## config.mk

```make
export PLATFORM = sky130hd
export DESIGN_NAME = nbody_pair_accel_accumulate_flat
export DESIGN_NICKNAME = d
export VERILOG_FILES = /design/src/rtl/nbpa_pkg.sv /design/src/rtl/nbpa_if.sv /design/src/rtl/nbody_pair_accel_accumulate.sv /design/src/rtl/nbpa_mul.sv /design/src/rtl/nbpa_datapath.sv /design/src/rtl/nbpa_ctrl.sv /design/src/flat_wrapper.sv
export VERILOG_INCLUDE_DIRS = /design/src /design/src/rtl
export SDC_FILE = /design/constraint.sdc
export NUM_CORES = 2
export LEC_CHECK = 0
export ABC_AREA = 1
export BUFFER_PORTS_ARGS = -buffer_cell sky130_fd_sc_hd__buf_2
export CAP_MARGIN = 20
export CORE_UTILIZATION = 65
export CTS_CLUSTER_SIZE = 8
export DETAILED_ROUTE_END_ITERATION = 8
export GPL_ROUTABILITY_DRIVEN = 0
export HOLD_SLACK_MARGIN = 0.08
export PLACE_DENSITY_LB_ADDON = 0.05
export SYNTH_ARGS = -nofsm -noshare
export SYNTH_HDL_FRONTEND = slang
export SYNTH_SLANG_ARGS = --single-unit
```

## constraint.sdc

```tcl
create_clock -name clk -period 9.65 [get_ports clk]
set_input_delay 0.4825 -clock clk [delete_from_list [all_inputs] [get_ports clk]]
set_output_delay 0.4825 -clock clk [all_outputs]
set_load 0.01 [all_outputs]
```

## src/rtl/nbody_pair_accel_accumulate_assert.svh

```systemverilog
// Assertion macros for the pair acceleration accumulator.
// Each macro samples on clk and is disabled while rst is high.
`ifndef NBODY_PAIR_ACCEL_ACCUMULATE_ASSERT_SVH
`define NBODY_PAIR_ACCEL_ACCUMULATE_ASSERT_SVH

// Same-cycle implication.
`define NBPA_ASSERT_IMP(lbl, ante, cons) \
  lbl: assert property (@(posedge clk) disable iff (rst) (ante) |-> (cons)) \
    else $error("nbpa assertion failed");

// Next-cycle implication.
`define NBPA_ASSERT_NXT(lbl, ante, cons) \
  lbl: assert property (@(posedge clk) disable iff (rst) (ante) |=> (cons)) \
    else $error("nbpa assertion failed");

`endif

```

## src/rtl/nbpa_pkg.sv

```systemverilog
// Shared widths, codes and command/status types of the pair accelerator.
// No dependencies.
package nbpa_pkg;
  localparam int POS_W   = 32;
  localparam int WORD_W  = 32;
  localparam int ACC_W   = 48;
  localparam int ABS_W   = 33;
  localparam int SQ_W    = 66;
  localparam int ROOT_W  = 33;
  localparam int MA_W    = 66;
  localparam int MB_W    = 33;
  localparam int MP_W    = 99;
  localparam int GM_W    = 64;
  localparam int NUM_W   = 97;
  localparam int CFG_IDX_W = 2;

  localparam logic [CFG_IDX_W-1:0] REG_GRAVITY   = 2'd0;
  localparam logic [CFG_IDX_W-1:0] REG_SOFTENING = 2'd1;

  localparam logic [WORD_W-1:0] GRAVITY_RESET   = 32'h0001_0000;
  localparam logic [WORD_W-1:0] SOFTENING_RESET = 32'h0001_0000;

  localparam logic [ACC_W-1:0] MAG_CAP = 48'h8000_0000_0000;

  localparam logic AXIS_X = 1'b0;
  localparam logic AXIS_Y = 1'b1;

  typedef enum logic [3:0] {
    OP_NOP, OP_LOAD, OP_MUL, OP_SQRT_INIT, OP_SQRT_STEP,
    OP_DIV_INIT, OP_DIV_STEP, OP_ACC, OP_EMIT
  } op_t;

  typedef enum logic [2:0] {
    MS_ADX2, MS_ADY2, MS_DD, MS_CUBE, MS_GM, MS_NX, MS_NY
  } mul_sel_t;

  typedef struct packed {
    op_t      op;
    mul_sel_t sel;
    logic     axis;
  } cmd_t;

  typedef struct packed {
    logic mul_done;
    logic last;
    logic out_busy;
  } status_t;
endpackage

```

## src/rtl/nbpa_if.sv

```systemverilog
// Handshake channels of the pair accelerator: pair input and result output.
// Depends on nothing; widths follow the item fields.
interface nbpa_in_if;
  logic               valid;
  logic               ready;
  logic signed [31:0] target_x;
  logic signed [31:0] target_y;
  logic signed [31:0] source_x;
  logic signed [31:0] source_y;
  logic        [31:0] source_mass;
  logic               last_source;

  modport source(output valid, target_x, target_y, source_x, source_y, source_mass,
                 last_source, input ready);
  modport sink(input valid, target_x, target_y, source_x, source_y, source_mass,
               last_source, output ready);
endinterface

interface nbpa_out_if;
  logic               valid;
  logic               ready;
  logic signed [47:0] accel_x;
  logic signed [47:0] accel_y;
  logic               saturated;

  modport source(output valid, accel_x, accel_y, saturated, input ready);
  modport sink(input valid, accel_x, accel_y, saturated, output ready);
endinterface

```

## src/rtl/nbody_pair_accel_accumulate.sv

```systemverilog
// Pair acceleration accumulator: one source body per pair beat; a last beat also
// loads the result register. Each pair runs seven 17-step multiplies, a 33-step root
// and two (24 + 2*FRAC_BITS)-step divisions, all sequenced one pair at a time.
// A finished result waits in an output register while the next pair runs.
// Synchronous reset clears sums, flag, result valid and registers G = softening = 1.0.
module nbody_pair_accel_accumulate #(
  parameter int FRAC_BITS = 16
) (
  input  logic                           clk,
  input  logic                           rst,
  input  logic                           cfg_we,
  input  logic [nbpa_pkg::CFG_IDX_W-1:0] cfg_index,
  input  logic [nbpa_pkg::WORD_W-1:0]    cfg_data,
  nbpa_in_if.sink                        pair,
  nbpa_out_if.source                     result
);
  import nbpa_pkg::*;

  cmd_t    cmd;
  status_t status;
  logic    in_ready;

  nbpa_ctrl #(.FRAC_BITS(FRAC_BITS)) u_ctrl (
    .clk      (clk),
    .rst      (rst),
    .in_valid (pair.valid),
    .in_ready (in_ready),
    .cmd      (cmd),
    .status   (status)
  );

  nbpa_datapath #(.FRAC_BITS(FRAC_BITS)) u_dp (
    .clk         (clk),
    .rst         (rst),
    .cmd         (cmd),
    .status      (status),
    .cfg_we      (cfg_we),
    .cfg_index   (cfg_index),
    .cfg_data    (cfg_data),
    .target_x    (pair.target_x),
    .target_y    (pair.target_y),
    .source_x    (pair.source_x),
    .source_y    (pair.source_y),
    .source_mass (pair.source_mass),
    .last_source (pair.last_source),
    .accel_x     (result.accel_x),
    .accel_y     (result.accel_y),
    .saturated   (result.saturated),
    .out_valid   (result.valid),
    .out_ready   (result.ready)
  );

  assign pair.ready = in_ready;
endmodule

```

## src/rtl/nbpa_mul.sv

```systemverilog
// Iterative shift-add multiplier, two multiplier bits per cycle.
// Depends on nbpa_pkg for operand and product widths.
module nbpa_mul (
  input  logic                      clk,
  input  logic                      rst,
  input  logic                      start,
  input  logic [nbpa_pkg::MA_W-1:0] a,
  input  logic [nbpa_pkg::MB_W-1:0] b,
  output logic [nbpa_pkg::MP_W-1:0] product,
  output logic                      done
);
  import nbpa_pkg::*;

  localparam int STEPS = (MB_W + 1) / 2;
  localparam int CNT_W = $clog2(STEPS);

  logic [MP_W-1:0]  areg;
  logic [MB_W-1:0]  breg;
  logic [CNT_W-1:0] cnt;
  logic             busy;
  logic [MP_W-1:0]  part;

  always_comb begin
    part = (breg[0] ? areg : '0) + (breg[1] ? {areg[MP_W-2:0], 1'b0} : '0);
  end

  always_ff @(posedge clk) begin
    if (rst) begin
      busy <= 1'b0;
      done <= 1'b0;
    end else if (start) begin
      busy <= 1'b1;
      done <= 1'b0;
    end else if (busy) begin
      if (cnt == CNT_W'(STEPS - 1)) begin
        busy <= 1'b0;
        done <= 1'b1;
      end
    end else begin
      done <= 1'b0;
    end
  end

  always_ff @(posedge clk) begin
    if (start) begin
      areg    <= MP_W'(a);
      breg    <= b;
      product <= '0;
      cnt     <= '0;
    end else if (busy) begin
      product <= product + part;
      areg    <= {areg[MP_W-3:0], 2'b00};
      breg    <= {2'b00, breg[MB_W-1:2]};
      cnt     <= cnt + CNT_W'(1);
    end
  end
endmodule

```

## src/rtl/nbpa_datapath.sv

```systemverilog
// Datapath: configuration, differences, square root and division steps,
// saturating accumulators and the result register. Uses nbpa_pkg, nbpa_mul.
module nbpa_datapath #(
  parameter int FRAC_BITS = 16
) (
  input  logic                           clk,
  input  logic                           rst,
  input  nbpa_pkg::cmd_t                 cmd,
  output nbpa_pkg::status_t              status,
  input  logic                           cfg_we,
  input  logic [nbpa_pkg::CFG_IDX_W-1:0] cfg_index,
  input  logic [nbpa_pkg::WORD_W-1:0]    cfg_data,
  input  logic signed [31:0]             target_x,
  input  logic signed [31:0]             target_y,
  input  logic signed [31:0]             source_x,
  input  logic signed [31:0]             source_y,
  input  logic [31:0]                    source_mass,
  input  logic                           last_source,
  output logic signed [47:0]             accel_x,
  output logic signed [47:0]             accel_y,
  output logic                           saturated,
  output logic                           out_valid,
  input  logic                           out_ready
);
  import nbpa_pkg::*;

  localparam int DEN_W = 99 - 2 * FRAC_BITS;
  localparam int QW    = 24 + 2 * FRAC_BITS;
  localparam int SH    = 2 * FRAC_BITS - 24;
  localparam int SHR   = (SH >= 0) ? SH : 0;
  localparam int SHL   = (SH < 0) ? -SH : 0;
  localparam logic [QW-1:0] MAG_LIM = QW'(MAG_CAP >> SHL);
  localparam logic signed [ACC_W+1:0] SUM_HI = 50'sh0_7FFF_FFFF_FFFF;
  localparam logic signed [ACC_W+1:0] SUM_LO = -50'sh0_8000_0000_0000;

  logic [WORD_W-1:0] gravity_constant;
  logic [WORD_W-1:0] softening;

  logic [ABS_W-1:0]  adx, ady;
  logic              neg_x, neg_y;
  logic [WORD_W-1:0] mass;
  logic              last;
  logic [SQ_W-1:0]   s;
  logic [ROOT_W-1:0] root;
  logic [ROOT_W+1:0] sq_rem;
  logic [DEN_W-1:0]  den;
  logic [GM_W-1:0]   gm;
  logic [NUM_W-1:0]  num;
  logic [DEN_W-1:0]  dv_rem;
  logic [QW-1:0]     quo;
  logic              dv_ovf;
  logic signed [ACC_W-1:0] sum_x, sum_y;
  logic              sat_flag;
  mul_sel_t          mul_sel;

  // multiplier
  logic [MA_W-1:0] mul_a;
  logic [MB_W-1:0] mul_b;
  logic [MP_W-1:0] mul_p;
  logic            mul_done;

  nbpa_mul u_mul (
    .clk     (clk),
    .rst     (rst),
    .start   (cmd.op == OP_MUL),
    .a       (mul_a),
    .b       (mul_b),
    .product (mul_p),
    .done    (mul_done)
  );

  always_comb begin
    mul_a = MA_W'(adx);
    mul_b = adx;
    case (cmd.sel)
      MS_ADX2: begin mul_a = MA_W'(adx);              mul_b = adx; end
      MS_ADY2: begin mul_a = MA_W'(ady);              mul_b = ady; end
      MS_DD:   begin mul_a = MA_W'(root);             mul_b = root; end
      MS_CUBE: begin mul_a = s;                       mul_b = root; end
      MS_GM:   begin mul_a = MA_W'(gravity_constant); mul_b = MB_W'(mass); end
      MS_NX:   begin mul_a = MA_W'(gm);               mul_b = adx; end
      MS_NY:   begin mul_a = MA_W'(gm);               mul_b = ady; end
      default: begin mul_a = '0;                      mul_b = '0; end
    endcase
  end

  // pair differences
  logic signed [ABS_W-1:0] dx, dy;
  always_comb begin
    dx = {target_x[31], target_x} - {source_x[31], source_x};
    dy = {target_y[31], target_y} - {source_y[31], source_y};
  end

  // denominator from the cube product
  logic [MP_W-1:0]  cube_sh;
  logic [DEN_W-1:0] den_sum;
  always_comb begin
    cube_sh = mul_p >> (2 * FRAC_BITS);
    den_sum = DEN_W'(cube_sh) + DEN_W'(softening);
  end

  // square root step
  logic [ROOT_W+3:0] sq_t, sq_trial;
  logic              sq_ge;
  always_comb begin
    sq_t     = {sq_rem, s[SQ_W-1:SQ_W-2]};
    sq_trial = (ROOT_W+4)'({root, 2'b01});
    sq_ge    = sq_t >= sq_trial;
  end

  // division init and step
  logic [NUM_W-1:0] rem0;
  logic [DEN_W:0]   dv_t;
  logic             dv_ge;
  always_comb begin
    rem0  = num >> QW;
    dv_t  = {dv_rem, num[QW-1]};
    dv_ge = dv_t >= {1'b0, den};
  end

  // term magnitude and saturating accumulate
  logic [QW-1:0]           qr;
  logic                    term_sat;
  logic [ACC_W-1:0]        mag;
  logic signed [ACC_W+1:0] acc_ext, mag_ext, sum_r;
  logic signed [ACC_W-1:0] sum_sat;
  logic                    acc_neg, clamp;
  always_comb begin
    qr       = quo >> SHR;
    term_sat = dv_ovf || (qr > MAG_LIM);
    mag      = term_sat ? MAG_CAP : (ACC_W'(qr) << SHL);
    acc_ext  = (cmd.axis == AXIS_Y) ? (ACC_W+2)'(sum_y) : (ACC_W+2)'(sum_x);
    acc_neg  = (cmd.axis == AXIS_Y) ? neg_y : neg_x;
    mag_ext  = signed'({2'b00, mag});
    sum_r    = acc_neg ? acc_ext + mag_ext : acc_ext - mag_ext;
    clamp    = 1'b0;
    if (sum_r > SUM_HI) begin
      sum_sat = SUM_HI[ACC_W-1:0];
      clamp   = 1'b1;
    end else if (sum_r < SUM_LO) begin
      sum_sat = SUM_LO[ACC_W-1:0];
      clamp   = 1'b1;
    end else begin
      sum_sat = sum_r[ACC_W-1:0];
    end
  end

  // configuration
  always_ff @(posedge clk) begin
    if (rst) begin
      gravity_constant <= GRAVITY_RESET;
      softening        <= SOFTENING_RESET;
    end else if (cfg_we) begin
      unique case (cfg_index)
        REG_GRAVITY:   gravity_constant <= cfg_data;
        REG_SOFTENING: softening        <= cfg_data;
        default: ;
      endcase
    end
  end

  // working registers
  always_ff @(posedge clk) begin
    case (cmd.op)
      OP_LOAD: begin
        adx   <= dx[ABS_W-1] ? ABS_W'(-dx) : ABS_W'(dx);
        ady   <= dy[ABS_W-1] ? ABS_W'(-dy) : ABS_W'(dy);
        neg_x <= dx[ABS_W-1];
        neg_y <= dy[ABS_W-1];
        mass  <= source_mass;
        last  <= last_source;
      end
      OP_MUL: mul_sel <= cmd.sel;
      OP_SQRT_INIT: begin
        root   <= '0;
        sq_rem <= '0;
      end
      OP_SQRT_STEP: begin
        root   <= {root[ROOT_W-2:0], sq_ge};
        sq_rem <= sq_ge ? (ROOT_W+2)'(sq_t - sq_trial) : (ROOT_W+2)'(sq_t);
        s      <= {s[SQ_W-3:0], 2'b00};
      end
      OP_DIV_INIT: begin
        dv_ovf <= rem0 >= NUM_W'(den);
        dv_rem <= (rem0 >= NUM_W'(den)) ? '0 : DEN_W'(rem0);
        quo    <= '0;
      end
      OP_DIV_STEP: begin
        dv_rem <= dv_ge ? DEN_W'(dv_t - {1'b0, den}) : DEN_W'(dv_t);
        quo    <= {quo[QW-2:0], dv_ge};
        num    <= {num[NUM_W-2:0], 1'b0};
      end
      default: ;
    endcase

    // write back a finished product
    if (mul_done) begin
      case (mul_sel)
        MS_ADX2: s   <= mul_p[SQ_W-1:0];
        MS_ADY2: s   <= s + mul_p[SQ_W-1:0];
        MS_DD:   s   <= mul_p[SQ_W-1:0];
        MS_CUBE: den <= (den_sum == '0) ? DEN_W'(1) : den_sum;
        MS_GM:   gm  <= mul_p[GM_W-1:0];
        MS_NX:   num <= mul_p[NUM_W-1:0];
        MS_NY:   num <= mul_p[NUM_W-1:0];
        default: ;
      endcase
    end
  end

  // accumulators and result beat
  always_ff @(posedge clk) begin
    if (rst) begin
      sum_x     <= '0;
      sum_y     <= '0;
      sat_flag  <= 1'b0;
      out_valid <= 1'b0;
    end else begin
      if (cmd.op == OP_ACC) begin
        if (cmd.axis == AXIS_Y) sum_y <= sum_sat;
        else sum_x <= sum_sat;
        if (term_sat || clamp) sat_flag <= 1'b1;
      end
      if (cmd.op == OP_EMIT) begin
        sum_x     <= '0;
        sum_y     <= '0;
        sat_flag  <= 1'b0;
        out_valid <= 1'b1;
      end else if (out_ready) begin
        out_valid <= 1'b0;
      end
    end
  end

  always_ff @(posedge clk) begin
    if (cmd.op == OP_EMIT) begin
      accel_x   <= sum_x;
      accel_y   <= sum_y;
      saturated <= sat_flag;
    end
  end

  always_comb begin
    status.mul_done = mul_done;
    status.last     = last;
    status.out_busy = out_valid && !out_ready;
  end
endmodule

```

## src/rtl/nbpa_ctrl.sv

```systemverilog
// Sequencer: walks each pair through products, root, divisions and
// accumulation. Uses nbpa_pkg and the assertion macro header.
`include "nbody_pair_accel_accumulate_assert.svh"
module nbpa_ctrl #(
  parameter int FRAC_BITS = 16
) (
  input  logic              clk,
  input  logic              rst,
  input  logic              in_valid,
  output logic              in_ready,
  output nbpa_pkg::cmd_t    cmd,
  input  nbpa_pkg::status_t status
);
  import nbpa_pkg::*;

  localparam int QW    = 24 + 2 * FRAC_BITS;
  localparam int CNT_W = $clog2(QW);

  localparam logic [3:0] S_IDLE   = 4'd0;
  localparam logic [3:0] S_MUL    = 4'd1;
  localparam logic [3:0] S_MWAIT  = 4'd2;
  localparam logic [3:0] S_SQINIT = 4'd3;
  localparam logic [3:0] S_SQRT   = 4'd4;
  localparam logic [3:0] S_DVINIT = 4'd5;
  localparam logic [3:0] S_DIV    = 4'd6;
  localparam logic [3:0] S_ACC    = 4'd7;
  localparam logic [3:0] S_EMIT   = 4'd8;

  logic [3:0]       state, state_next;
  mul_sel_t         mul_idx, mul_idx_next;
  logic             axis, axis_next;
  logic [CNT_W-1:0] step_cnt, step_cnt_next;

  always_comb begin
    state_next    = state;
    mul_idx_next  = mul_idx;
    axis_next     = axis;
    step_cnt_next = step_cnt;
    in_ready      = 1'b0;
    cmd.op        = OP_NOP;
    cmd.sel       = mul_idx;
    cmd.axis      = axis;
    unique case (state)
      S_IDLE: begin
        in_ready = 1'b1;
        if (in_valid) begin
          cmd.op       = OP_LOAD;
          mul_idx_next = MS_ADX2;
          state_next   = S_MUL;
        end
      end
      S_MUL: begin
        cmd.op     = OP_MUL;
        state_next = S_MWAIT;
      end
      S_MWAIT: begin
        if (status.mul_done) begin
          case (mul_idx)
            MS_ADX2: begin mul_idx_next = MS_ADY2; state_next = S_MUL; end
            MS_ADY2: state_next = S_SQINIT;
            MS_DD:   begin mul_idx_next = MS_CUBE; state_next = S_MUL; end
            MS_CUBE: begin mul_idx_next = MS_GM;   state_next = S_MUL; end
            MS_GM:   begin mul_idx_next = MS_NX;   state_next = S_MUL; end
            MS_NX:   begin axis_next = AXIS_X; state_next = S_DVINIT; end
            MS_NY:   begin axis_next = AXIS_Y; state_next = S_DVINIT; end
            default: state_next = S_IDLE;
          endcase
        end
      end
      S_SQINIT: begin
        cmd.op        = OP_SQRT_INIT;
        step_cnt_next = '0;
        state_next    = S_SQRT;
      end
      S_SQRT: begin
        cmd.op = OP_SQRT_STEP;
        if (step_cnt == CNT_W'(ROOT_W - 1)) begin
          mul_idx_next = MS_DD;
          state_next   = S_MUL;
        end else begin
          step_cnt_next = step_cnt + CNT_W'(1);
        end
      end
      S_DVINIT: begin
        cmd.op        = OP_DIV_INIT;
        step_cnt_next = '0;
        state_next    = S_DIV;
      end
      S_DIV: begin
        cmd.op = OP_DIV_STEP;
        if (step_cnt == CNT_W'(QW - 1)) state_next = S_ACC;
        else step_cnt_next = step_cnt + CNT_W'(1);
      end
      S_ACC: begin
        cmd.op = OP_ACC;
        if (axis == AXIS_X) begin
          mul_idx_next = MS_NY;
          state_next   = S_MUL;
        end else if (status.last) begin
          state_next = S_EMIT;
        end else begin
          state_next = S_IDLE;
        end
      end
      S_EMIT: begin
        // hold until the result register frees up
        if (!status.out_busy) begin
          cmd.op     = OP_EMIT;
          state_next = S_IDLE;
        end
      end
      default: state_next = S_IDLE;
    endcase
  end

  always_ff @(posedge clk) begin
    if (rst) begin
      state   <= S_IDLE;
      mul_idx <= MS_ADX2;
      axis    <= AXIS_X;
    end else begin
      state   <= state_next;
      mul_idx <= mul_idx_next;
      axis    <= axis_next;
    end
  end

  always_ff @(posedge clk) begin
    step_cnt <= step_cnt_next;
  end

  `NBPA_ASSERT_NXT(a_accept_starts, in_valid && in_ready, state == S_MUL && mul_idx == MS_ADX2)
  `NBPA_ASSERT_IMP(a_done_in_wait, status.mul_done, state == S_MWAIT)
  `NBPA_ASSERT_IMP(a_emit_free, cmd.op == OP_EMIT, !status.out_busy)
  `NBPA_ASSERT_IMP(a_sqrt_bound, state == S_SQRT, step_cnt < CNT_W'(ROOT_W))
endmodule

```

## src/flat_wrapper.sv

```systemverilog
// flat-port wrapper written by rule: the top's interface ports become plain ports
module nbody_pair_accel_accumulate_flat import nbpa_pkg::*;
#(
  parameter int FRAC_BITS = 16
)
  (clk, rst, cfg_we, cfg_index, cfg_data, pair_valid, pair_target_x, pair_target_y, pair_source_x, pair_source_y, pair_source_mass, pair_last_source, pair_ready, result_valid, result_accel_x, result_accel_y, result_saturated, result_ready);
  nbpa_in_if pair_i ();
  nbpa_out_if result_i ();
  input  logic clk;
  input  logic rst;
  input  logic cfg_we;
  input  logic [nbpa_pkg::CFG_IDX_W-1:0] cfg_index;
  input  logic [nbpa_pkg::WORD_W-1:0] cfg_data;
  input wire logic [$bits(pair_i.valid)-1:0] pair_valid;
  input wire logic [$bits(pair_i.target_x)-1:0] pair_target_x;
  input wire logic [$bits(pair_i.target_y)-1:0] pair_target_y;
  input wire logic [$bits(pair_i.source_x)-1:0] pair_source_x;
  input wire logic [$bits(pair_i.source_y)-1:0] pair_source_y;
  input wire logic [$bits(pair_i.source_mass)-1:0] pair_source_mass;
  input wire logic [$bits(pair_i.last_source)-1:0] pair_last_source;
  output wire logic [$bits(pair_i.ready)-1:0] pair_ready;
  output wire logic [$bits(result_i.valid)-1:0] result_valid;
  output wire logic [$bits(result_i.accel_x)-1:0] result_accel_x;
  output wire logic [$bits(result_i.accel_y)-1:0] result_accel_y;
  output wire logic [$bits(result_i.saturated)-1:0] result_saturated;
  input wire logic [$bits(result_i.ready)-1:0] result_ready;
  assign pair_i.valid = pair_valid;
  assign pair_i.target_x = pair_target_x;
  assign pair_i.target_y = pair_target_y;
  assign pair_i.source_x = pair_source_x;
  assign pair_i.source_y = pair_source_y;
  assign pair_i.source_mass = pair_source_mass;
  assign pair_i.last_source = pair_last_source;
  assign pair_ready = pair_i.ready;
  assign result_valid = result_i.valid;
  assign result_accel_x = result_i.accel_x;
  assign result_accel_y = result_i.accel_y;
  assign result_saturated = result_i.saturated;
  assign result_i.ready = result_ready;
  nbody_pair_accel_accumulate #(.FRAC_BITS(FRAC_BITS)) u_core (.clk(clk), .rst(rst), .cfg_we(cfg_we), .cfg_index(cfg_index), .cfg_data(cfg_data), .pair(pair_i), .result(result_i));
endmodule
```

==> reports/summary.txt <==
Remaining routing DRC violations: 0
LEAKAGE: 41.1 nW
Mapped Cells: 11500
Routed Antenna Nets: 0
GRT overflow: 0
Critical path arrival: 7.36 ns
Syn Area/Cell: 7.12 sq um
DP Cell Count: 13100
Final Skew: 0.0648 ns
Distinct cells, synth: 72
TritonCTS clock tree: done
Minimum clock period: 6.65 ns
Initial core utilization: 65.8%
HP Start: pair_valid
GR Layer Usage met3: 11.3%
Hold Crit Class: input port to flop
EDFF count, synth: 629
Peak supply drop: 0.257 mV
Setup Total Neg Slack: 0 ns
R2R Path End: u_core.u_dp.sum_y[42]$_SDFFE_PP0P_
Area of the multi-input gates: 0.0449 sq mm
Hold EP: u_core.u_dp.neg_y$_DFFE_PN_
CTS Buf Count: 157
Vias: 83500
WL final: 283 mm
CP max FO: 93
HPWL Detailed: 214 mm
Die area: 0.127 sq mm
Outcome: completed
Most common cell in the synthesized netlist: nand2_1
CP endpoint kind: flop
Initial antenna violation count: 12
Setup WS post-layout: 3.00 ns
Mean routed wirelength per cell: 20.9 um
Filler instances: 10200
Largest net degree at the start of global routing: 195
Least-Margin Pin Slew: 1.17 ns
Num Clock Sinks: 1101
Synthesized Nets: 12200
Peak Freq: 0.150 GHz
Required @ worst endpoint: 10.37 ns
Slowest-stage cell, CP: buf_4
Post-synthesis sequential area ratio: 34.7%
Postcts setup bufs: 0
Fraction of layout cells with a size suffix above 1: 5.48%
Max incr delay on CP: 0.73 ns
Max Root-Sink Buffers: 3
Predominant post-synthesis flop cell: edfxtp_1
Met2 GRT Util: 66.4%
Commonest cells in the synthesized netlist: 2371 x nand2_1, 1899 x inv_1, 1261 x nor2_1
First-pass iteration count of the detailed router: 9
GRT Total Usage: 43.4%
Pre-CTS setup slack: 3.21 ns
Unrepaired setup endpoints after global routing: false
Top cells by area, synth: edfxtp_1 23%, dfxtp_1 12%, nand2_1 11%, inv_1 8.7%, ha_1 7.0%
Setup-violating endpoint count in the final report: 0
Pins over their slew limit: 0
IO buf count: 298
Num rows: 129
Worst skew pair latency: 0.84 ns
First-pass GRT wire length: 433 mm
Placed instance area: 0.0844 sq mm
Crit path kind: flop to flop
Vias in the first global route: 77900
Layout Nets: 12500
Post-CTS sizing: 0
Total core area: 0.124 sq mm
H-tree Lvls: 4
Seq cells post-synth: 1101
Layout Cells excl Fill: 13500
Mapped Area: 0.0817 sq mm
Hold-critical path depth: 3
Num ports: 299
Max cap viols: 0
Die width: 356 um
P&R area growth vs syn: 10.2%
Yosys top cell by area: edfxtp_1
Grt met1 use: 54.1%
Die boundary height: 356 um
Final hold viol count: 0
GRT Max-Usage Layer: met2
Reg-to-Reg Start: u_core.u_dp.quo[44]$_SDFFCE_PN0P_
Rel. slew slack: 21.6%
Worst R2R Setup Slack: 3.00 ns
Root buf cell: clkbuf_16
PD cells: 299 mW/mm^2
Setup crit start kind: flop
R2R depth: 35
Initial DRC Count: 11700
Clock transition at the registers of the reported paths: 0.05 ns
Yosys warnings: 0
Period Utilization, post-route: 68.9%
Synth async-reset ratio: 0%
CP most frequent cell: nand2_1
FF/Latch Area: 0.0283 sq mm
Yosys top cell area share: 23.1%
Fin area: 0.0900 sq mm
Detail-routed via count per cell: 6.19
[worst max-delay path: cells and delay by family, from the launching register on]
kind	cells	cell delay, ns
AO/OA/AOI/OAI	6	1.12
XOR/XNOR	1	0.20
adder cells (fa/ha/maj)	2	0.59
buffers and inverters	6	1.37
flip-flops	1	0.43
AND/OR/NAND/NOR	20	2.72
[per-stage QoR]
stage / util, % / power [mW] / hold WS (ns)
floorplan: - / 16.4 / 0.406
global placement: 68.0 / 20.4 / 0.415
detailed placement: 68.0 / 20.7 / 0.419
CTS: 72.4 / 26.1 / 0.166
global route: 72.5 / 28.3 / 0.211
finish: 72.5 / 26.9 / 0.187
[per-layer routing]
| metal | vias up | share of wire (%) |
|---|---|---|
| met5 | - | 0.016 |
| met4 | 6 | 7.7 |
| met3 | 1248 | 12 |
| met2 | 5479 | 43 |
| met1 | 38300 | 37 |
| li1 | 38500 | - |
[cell usage in the layout, fill, tap and decap left out, types with 21 or more instances in the layout]
| cell | Yosys | layout |
|---|---|---|
| a22oi_1 | 104 | 104 |
| xnor2_1 | 157 | 157 |
| inv_1 | 1899 | 1895 |
| buf_2 | 18 | 298 |
| a221oi_1 | 43 | 43 |
| nand4_1 | 111 | 111 |
| clkbuf_1 | 266 | 104 |
| o21a_1 | 47 | 47 |
| nor3_1 | 120 | 117 |
| o211ai_1 | 75 | 75 |
| a21oi_1 | 909 | 909 |
| clkbuf_16 | 0 | 158 |
| nor2_1 | 1261 | 1247 |
| xor2_1 | 239 | 239 |
| or2_2 | 21 | 21 |
| ha_1 | 458 | 458 |
| nand3_1 | 543 | 543 |
| a21o_1 | 63 | 62 |
| nand2_1 | 2371 | 2365 |
| o21bai_1 | 39 | 39 |
| dlygate4sd3_1 | 0 | 68 |
| a31oi_1 | 106 | 106 |
| nor4_1 | 63 | 62 |
| fa_1 | 104 | 104 |
| dfxtp_1 | 472 | 469 |
| o31ai_1 | 25 | 25 |
| o22ai_1 | 78 | 78 |
| o21ai_1 | 23 | 22 |
| buf_4 | 15 | 61 |
| edfxtp_1 | 629 | 629 |
| a21boi_0 | 32 | 32 |
| o21ai_0 | 959 | 959 |
[worst max-delay path by stage]
| stage | startpoint | endpoint | cells after the start | slack [ns] |
|---|---|---|---|---|
| floorplan | u_core.u_ctrl.state[2]$_SDFFE_PP0P_ | u_core.u_dp.adx[0]$_DFFE_PN_ | 5 | 3.99 |
| CTS | u_core.u_dp.quo[44]$_SDFFCE_PN0P_ | u_core.u_dp.sum_y[42]$_SDFFE_PP0P_ | 35 | 3.17 |
| finish | u_core.u_dp.quo[44]$_SDFFCE_PN0P_ | u_core.u_dp.sum_y[42]$_SDFFE_PP0P_ | 35 | 3.00 |
| detailed placement | u_core.u_dp.quo[11]$_SDFFCE_PN0P_ | u_core.u_dp.sum_y[42]$_SDFFE_PP0P_ | 35 | 3.21 |
| global placement | u_core.u_dp.quo[44]$_SDFFCE_PN0P_ | u_core.u_dp.sum_y[43]$_SDFFE_PP0P_ | 36 | 3.02 |
| global route | u_core.u_dp.quo[11]$_SDFFCE_PN0P_ | u_core.u_dp.sum_y[42]$_SDFFE_PP0P_ | 35 | 2.29 |
[power by group]
group          total, mW  internal [mW]  switching [mW]
Clock               5.37           3.11            2.26
Combinational       14.3           4.31            9.97
Sequential          7.26           6.20            1.06
Total               26.9           13.6            13.3
[cell type report]
cell class / instances / area share [%]
Inverter: 1910 / 7.97
Multi-Input combinational cell: 8120 / 49.9
Clock buffer: 264 / 4.86
Antenna cell: 6 / 0.0167
Sequential cell: 1101 / 31.5
Timing Repair Buffer: 434 / 3.03
Clock inverter: 17 / 0.460
Tap cell: 1637 / 2.28
[registers in the layout, indices dropped and copies added (netlist names), 4 cells and up]
register	cells
u_core.u_ctrl.step_cnt	6
u_core.u_ctrl.state	4
u_core.u_dp.gravity_constant	32
u_core.u_dp.u_mul.cnt	5
u_core.u_dp.den	67
u_core.u_dp.softening	32
u_core.u_dp.s	66
u_core.u_dp.mass	32
u_core.u_dp.num	97
u_core.u_dp.sum_y	48
u_core.u_dp.gm	64
u_core.u_dp.sq_rem	35
u_core.u_dp.dv_rem	67
u_core.u_dp.u_mul.breg	33
u_core.u_dp.quo	56
u_core.u_dp.u_mul.product	99
u_core.u_dp.adx	33
u_core.u_dp.accel_x	48
u_core.u_dp.u_mul.areg	99
u_core.u_dp.sum_x	48
u_core.u_dp.accel_y	48
u_core.u_dp.root	33
u_core.u_dp.ady	33
[cell families (layout without fill, tap and decap cells)]
logic type               after synthesis  count (layout)  share of synthesized area, %
AND/OR/NAND/NOR                     4564            4564                          22.9
XOR/XNOR                             396             396                          4.25
other                                  0               6                             0
flip-flops                          1101            1101                          34.7
adder cells (fa/ha/maj)              562             562                          9.57
AO/OA/AOI/OAI                       2597            2597                          18.0
multiplexers                           1               1                        0.0123
buffers and inverters               2255            2625                          10.5
[what timing repair did]
item	4_1_cts	5_1_grt
hold buffers	68	0
setup endpoints to repair	0	0
endpoints found under the hold margin	104	0
(Power assumes the default switching activity.)
